===== src/sv/mlfq_pkg.sv =====
// Shared types and constants of the multilevel feedback queue scheduler.
// Depends on nothing; every other file uses it.
package mlfq_pkg;

  typedef enum logic [1:0] {
    STAT_RAN      = 2'd0,
    STAT_EMPTY    = 2'd1,
    STAT_ADMITTED = 2'd2,
    STAT_REJECTED = 2'd3
  } status_t;

  typedef enum logic [1:0] {
    REG_QUANTUM_TOP    = 2'd0,
    REG_QUANTUM_MIDDLE = 2'd1,
    REG_AGE_INTERVAL   = 2'd2,
    REG_UNUSED         = 2'd3
  } cfg_reg_t;

  localparam logic       REQ_ADMIT     = 1'b0;
  localparam logic       REQ_DISPATCH  = 1'b1;
  localparam logic [1:0] LEVEL_TOP     = 2'd0;
  localparam logic [1:0] LEVEL_MIDDLE  = 2'd1;
  localparam logic [1:0] LEVEL_BOTTOM  = 2'd2;
  localparam logic [15:0] QUANTUM_TOP_RST    = 16'd8;
  localparam logic [15:0] QUANTUM_MIDDLE_RST = 16'd16;
  localparam logic [15:0] AGE_INTERVAL_RST   = 16'd50;

  typedef struct packed {
    logic        req_type;
    logic [5:0]  slot;
    logic [31:0] arrival_time;
    logic [15:0] burst;
  } in_item_t;

  typedef struct packed {
    logic [1:0]  status;
    logic [5:0]  chosen_slot;
    logic [31:0] start_time;
    logic [15:0] run_length;
    logic        finished;
    logic        first_run;
    logic [1:0]  run_level;
    logic [31:0] now_time;
  } out_item_t;

  typedef struct packed {
    logic [1:0]  index;
    logic [15:0] data;
  } cfg_item_t;

  // One slot table entry, held in a single memory word.
  typedef struct packed {
    logic [1:0]  level;
    logic [15:0] remaining;
    logic [31:0] order_stamp;
    logic [31:0] wait_since;
    logic        started;
  } entry_t;

  typedef enum logic [2:0] {
    S_IDLE,
    S_ADMIT,
    S_CHECK,
    S_AGE,
    S_SELECT,
    S_RUN,
    S_EMIT
  } state_t;

  typedef struct packed {
    logic load_in;
    logic do_admit;
    logic mark_age;
    logic clr_sweep;
    logic age_phase;
    logic sel_phase;
    logic do_run;
    logic emit;
  } cmd_t;

  typedef struct packed {
    logic is_admit;
    logic age_due;
    logic sweep_done;
    logic out_free;
  } stat_t;

endpackage


===== src/sv/mlfq_ctrl.sv =====
// Sequencing state machine of the scheduler.
// Depends on mlfq_pkg; drives the datapath through command signals.
module mlfq_ctrl (
  input  logic            clk,
  input  logic            rst_n,
  input  logic            in_valid,
  output logic            in_ready,
  input  mlfq_pkg::stat_t stat,
  output mlfq_pkg::cmd_t  cmd
);
  import mlfq_pkg::*;

  state_t state_r, state_nxt;

  always_ff @(posedge clk) begin
    if (!rst_n) begin
      state_r <= S_IDLE;
    end else begin
      state_r <= state_nxt;
    end
  end

  always_comb begin
    state_nxt = state_r;
    cmd       = '0;
    in_ready  = 1'b0;
    unique case (state_r)
      S_IDLE: begin
        in_ready = 1'b1;
        if (in_valid) begin
          cmd.load_in = 1'b1;
          state_nxt   = S_CHECK;
        end
      end
      S_CHECK: begin
        cmd.clr_sweep = 1'b1;
        if (stat.is_admit) begin
          state_nxt = S_ADMIT;
        end else if (stat.age_due) begin
          cmd.mark_age = 1'b1;
          state_nxt    = S_AGE;
        end else begin
          state_nxt = S_SELECT;
        end
      end
      S_ADMIT: begin
        cmd.do_admit = 1'b1;
        state_nxt    = S_EMIT;
      end
      S_AGE: begin
        cmd.age_phase = 1'b1;
        if (stat.sweep_done) begin
          cmd.clr_sweep = 1'b1;
          state_nxt     = S_SELECT;
        end
      end
      S_SELECT: begin
        cmd.sel_phase = 1'b1;
        if (stat.sweep_done) begin
          state_nxt = S_RUN;
        end
      end
      S_RUN: begin
        cmd.do_run = 1'b1;
        state_nxt  = S_EMIT;
      end
      S_EMIT: begin
        if (stat.out_free) begin
          cmd.emit  = 1'b1;
          state_nxt = S_IDLE;
        end
      end
      default: begin
        state_nxt = S_IDLE;
      end
    endcase
  end

endmodule


===== config.mk =====
export PLATFORM = sky130hd
export DESIGN_NAME = mlfq_ctrl
export DESIGN_NICKNAME = d
export VERILOG_FILES = /design/src/sv/mlfq_pkg.sv /design/src/sv/mlfq_ctrl.sv
export SDC_FILE = /design/constraint.sdc
export NUM_CORES = 1
export LEC_CHECK = 0
export BUFFER_PORTS_ARGS = -buffer_cell sky130_fd_sc_hd__buf_2
export CAP_MARGIN = 20
export CORE_AREA = 2 2 39 41
export DETAILED_ROUTE_END_ITERATION = 8
export DIE_AREA = 0 0 41 43
export PLACE_DENSITY_LB_ADDON = 0.08
export SYNTH_ARGS = -nofsm -noshare
export SYNTH_HDL_FRONTEND = slang
export SYNTH_SLANG_ARGS = --single-unit

===== constraint.sdc =====
create_clock -name clk -period 1.2 [get_ports clk]
set_input_delay 0 -clock clk [delete_from_list [all_inputs] [get_ports clk]]
set_output_delay 0 -clock clk [all_outputs]
set_load 0.01 [all_outputs]

==> metrics.cfg, run 1 <==
[synthesis]
synth_warnings=0
post_synth.cell_area_avg_sq_um=8.02
yosysUniqueCellTypes=28
synth_cells=39
synth_seq_cells=3
synthesis.area_sq_um=313
yosysSeqAreaShare_pct=19.2
syn_nets=46

[final_layout]
top_register=state_r
largest_reg_flops=3
area_growth_pct=56.0
fin_nets=68
final_core_util_pct=35.3
nFillCells=150
antenna_cells=0
drive_gt1_share_pct=56.7
reg_top3=state_r: 3 flops

[power]
powerDensity_nw_per_um2=2440
total_leakage_power_nw=0.222
power.total_mw=1.19
irDropWorstVdd_uv=611

[detailed_routing]
num_vias=369
vias_per_cell=4.86
wire_per_inst_microns=11.6
drc=0
drt-total-wl_microns=880
ant_nets=0
drt_iter0_drc=3
drt_pass1_iterations=3

[sta]
slew_headroom_pct=78.0
hold_viol=0
fin_crit_ps=1170
rsz0062_at_grt=yes
maxSlewViolCount=0
min_period_over_period_pct=97.7
max_freq_mhz=853
clock_skew_ps=2.53
setup_viol=0
worst_pin_slew_ps=324
hold_slack_ps=47.6

[global_routing]
grt.overflow.total=0
grt_pass1_vias=307
track_usage_pct=11.2
antenna_found_initial=0
grt_pass1_wl_mm=1.31
grt_start_max_net_pins=11

[min_path]
hold_end=state_r[0]$_SDFFE_PN0P_
hold_depth=3
hp-class=in2reg
hp-start=stat[1]

[floorplanning]
boundaryPins=16
fp-row-count=14
die_area_sq_um=1760
die_h_microns=43
fp.dieW_microns=41
core_sq_um=1380
initial_core_util_pct=22.6

[clock_network]
cts_tree=yes
worstSkewPairLatency_ps=230
h-tree-depth=1
clk_pin_slew_ps=40
cts_root_buf=clkbuf_4
cts_buffers=3
clk_path_buf_depth=2
cts_sinks=3
holdBufCountCts=0

[critical_path]
rrSetupSlack_ps=30
critPathMaxFanout=4
worstPathRequired_ps=1310
crit_path_start_kind=flop
crit_arrival_ps=1280
reg2reg_to=state_r[2]$_SDFFE_PN0P_
reg2reg_depth=3
critPathCaptureType=flop
path_class=reg2reg
r2r_start=state_r[1]$_SDFFE_PN0P_
startpoint=state_r[1]$_SDFFE_PN0P_

[place]
place.gp.congestion=0.718
dp_hpwl_microns=664
port_buffers=15

[status]
outcome=completed

[run]
drv_cap=0

[critical path, stage by stage (launching register included)]
cell and delay (ps):
dfxtp_4 350, or4_4 510, o211ai_2 90, o21ai_1 90
[timing repair]
| item | in CTS | in global routing |
|---|---|---|
| endpoints found under the setup margin | 2 | 7 |
| buffers inserted | 0 | 1 |
| resized for setup | 2 | 9 |
| pin swaps | 1 | 4 |
[logic make-up after synthesis]
logic type	Yosys count	synth area share, %
DFF	3	19.2
AOI/OAI and AO/OA	10	27.2
muxes	1	3.20
and+or+nand+nor	20	38.4
buffers and inverters	5	12.0
[worst max path at each step]
stage               cells past startpoint                      end
global route                            4                   cmd[5]
finish                                  3  state_r[2]$_SDFFE_PN0P_
detailed placement                      3  state_r[1]$_SDFFE_PN0P_
floorplan                               3  state_r[1]$_SDFFE_PN0P_
CTS                                     4                   cmd[5]
global placement                        3  state_r[1]$_SDFFE_PN0P_
[final cells by class]
class / count / area, sq um / area share, %
inverter: 2 / 7.51 / 1.54
sequential: 3 / 65.1 / 13.3
multi-input combinational: 31 / 245 / 50.3
tap: 16 / 20.0 / 4.10
clock buffer: 4 / 26.3 / 5.38
timing repair buffer: 20 / 124 / 25.4
[routing by layer]
metal,wire (microns),GRT usage (%),up-vias,share of wire (%)
met5,0,0,-,0
met4,9,4.00,0,1.0
met3,60,4.71,2,6.8
met2,429,16.6,13,49
met1,380,14.1,172,43
li1,-,-,182,-
[through the flow]
stage                     instances  cell area, sq um  TNS (ps)  worst slack, ps
after floorplan                  39               313         0             88.0
after global placement           71               408         0             51.7
after detailed placement         71               408         0             42.9
after CTS                        75               444         0             6.21
after global routing             76               488     -28.7            -28.7
final                            76               488         0             28.1
[synthesized netlist by cell type]
master    count  area share [%]
nand2_1       4             4.8
dfxtp_1       3              19
nor2_1        3             3.6
buf_6         2             7.2
nand2b_1      2             4.0
nor2b_1       2             4.0
nor3_1        2             3.2
a211o_2       1             3.2
a21boi_1      1             2.4
a21o_1        1             2.4
and2_1        1             2.0
and3_1        1             2.0
buf_4         1             2.4
clkinv_1      1             1.2
inv_1         1             1.2
mux2i_1       1             3.2
nand2b_2      1             2.8
nand4_1       1             2.0
nor3b_1       1             2.4
nor3b_2       1             4.0
o211ai_2      1             4.0
o21ai_0       1             1.6
o21ai_1       1             1.6
o21bai_1      1             2.4
o22a_1        1             2.8
o22ai_2       1             4.0
o311ai_1      1             2.8
or4_4         1             3.6
[power by group]
group	internal [mW]	total, mW	switching, mW
combinational	0.409	0.812	0.403
sequential	0.155	0.201	0.0456
clock	0.125	0.177	0.0521
[cells in the final DEF, fill, tap and decap left out]
cell and count:
a211o_2 1, a21boi_1 1, a21o_1 1, and2_1 1, and3_1 1, buf_2 15
buf_4 2, buf_6 3, clkbuf_1 1, clkbuf_4 3, clkinv_1 1, dfxtp_1 1
dfxtp_2 1, dfxtp_4 1, inv_1 1, mux2i_1 1, nand2_1 4, nand2b_1 1
nand2b_2 1, nand2b_4 1, nand4_1 1, nor2_1 3, nor2b_1 2, nor3_1 1
nor3_4 1, nor3b_2 1, nor3b_4 1, o211ai_2 1, o21ai_0 1, o21ai_1 1
o21bai_1 1, o22a_1 1, o22ai_2 1, o311ai_1 1, or4_4 1
Power figures use the tool's default switching activity.
==> run 2, diff against run 1 <==
--- a/config.mk
+++ b/config.mk
@@ -8,9 +8,10 @@
 export BUFFER_PORTS_ARGS = -buffer_cell sky130_fd_sc_hd__buf_2
 export CAP_MARGIN = 20
 export CORE_AREA = 2 2 39 41
+export CTS_BUF_LIST = sky130_fd_sc_hd__clkbuf_16
 export DETAILED_ROUTE_END_ITERATION = 8
 export DIE_AREA = 0 0 41 43
-export PLACE_DENSITY_LB_ADDON = 0.08
+export PLACE_DENSITY = 0.5
 export SYNTH_ARGS = -nofsm -noshare
 export SYNTH_HDL_FRONTEND = slang
 export SYNTH_SLANG_ARGS = --single-unit
==> run 2 against run 1 <==
Against the previous run:
- non-clock buffer count fell by 1
- register-to-register slack better by 40 ps
- die area unchanged
- first-iteration DRC count up 33%
- highest routed layer unchanged
- routed wire length decreased by 8.4%
- count of clock-buffer cells in the layout is 1 lower
- final cell count shrank 1.3%
- critical endpoint is now cmd[5]
- total power rose by 19%
- via count fell by 5.4%
- sequential power fell by 12%
- largest cell class unchanged
- sequential share of layout area decreased by 1.0 points
==> metrics.cfg, run 2 (synthesis gave the netlist of run 1 again) <==
[status]
outcome=completed

[power]
powerDensity_nw_per_um2=2840
power.total_mw=1.41
total_leakage_power_nw=0.235
irDropWorstVdd_uv=848

[place]
dp_hpwl_microns=621
post-place-ws_ps=52.8
place.gp.congestion=0.762
port_buffers=15

[final_layout]
largest_reg_flops=3
layout_common_cells=buf_2 (15), nand2_1 (4), buf_4 (4)
area_growth_pct=59.2
antenna_cells=0
reg_top3=state_r: 3 flops
fin_nets=67
top_register=state_r
final_common_cell=buf_2
final_core_util_pct=36.0
drive_gt1_share_pct=52.5

[sta]
slew_headroom_pct=83.0
setup_slack_ps=63.9
worst_pin_slew_ps=251
hold_viol=0
setup_viol=0
maxSlewViolCount=0
fin_crit_ps=1140
rsz0062_at_grt=no
finalSetupTns_ps=0
clock_skew_ps=3.57
min_period_over_period_pct=94.7
max_freq_mhz=880

[critical_path]
crit_arrival_ps=1140
worstPathRequired_ps=1200
crit_chain=buf_4 > nor3b_2 > nor2b_1 > buf_2
crit_path_start_kind=flop
path_class=reg2out
cpPeakStageDelay_ps=300
critPathCaptureType=output pin
slowest_stage=dfxtp_1
critPathMaxFanout=10

[clock_network]
cts_buffers=3
worstSkewPairLatency_ps=230
clk_pin_slew_ps=30
cts_root_buf=clkbuf_16
cts_sinks=3
holdBufCountCts=0
clk_path_buf_depth=2
cts_tree=yes
h-tree-depth=1

[detailed_routing]
drt_iter0_drc=4
drc=0
drt-total-wl_microns=806
vias_per_cell=4.65
num_vias=349
drt_pass1_iterations=4
ant_nets=0
wire_per_inst_microns=10.7

[floorplanning]
core_sq_um=1380
fp-row-count=14
die_h_microns=43
initial_core_util_pct=22.6
boundaryPins=16
fp.dieW_microns=41
die_area_sq_um=1760

[global_routing]
use_met1_pct=15.4
grt_start_max_net_pins=11
track_usage_pct=10.9
use_met3_pct=3.14
busiest_layer=met1
antenna_found_initial=0
grt.overflow.total=0
grt_pass1_wl_mm=1.30
grt_pass1_vias=304
met2_usage_pct=14.4

[run]
drv_cap=0

[min_path]
hp-class=in2reg

[run 2: worst max-delay path, delay by kind of cell (launching register included)]
kind | cells | cell delay, ps
buf+inv | 2 | 300
flops | 1 | 300
simple gates | 2 | 320
[run 2: through the flow]
stage               area, sq um  cells  hold WS (ps)
finish                      498     75          58.2
global route                498     75          77.5
CTS                         492     75          55.4
detailed placement          408     71           285
global placement            408     71           293
floorplan                   313     39          96.8
[run 2: path summary, 6_finish.rpt]
path	startpoint	to	slack (ps)	cells past startpoint
setup / recovery	state_r[0]$_SDFFE_PN0P_	cmd[5]	60	4
hold / removal	stat[1]	state_r[0]$_SDFFE_PN0P_	60	3
setup reg to reg	state_r[2]$_SDFFE_PN0P_	state_r[2]$_SDFFE_PN0P_	60	3
hold reg to reg	state_r[2]$_SDFFE_PN0P_	state_r[2]$_SDFFE_PN0P_	640	3
[run 2: timing repair]
item	in CTS	in global routing
pin swaps	0	2
buffers inserted	0	0
endpoints found under the setup margin	1	3
gates cloned	0	0
resized for setup	1	2
[run 2: area by class of cell]
cell class,count,area (sq um)
inverter,2,7.51
sequential,3,61.3
timing repair buffer,19,105
tap,16,20.0
clock inverter,1,3.75
fill,147,886
clock buffer,3,75.1
multi-input combinational,31,225
[run 2: layer usage]
metal	vias up	part of all wire [%]
met5	-	0
met4	0	2.6
met3	3	6.0
met2	9	49
met1	158	43
li1	179	-
[run 2: report_power, final]
part           internal [mW]  switching [mW]  total [mW]
clock                  0.430          0.0982       0.528
sequential             0.147          0.0291       0.176
combinational          0.342           0.367       0.708
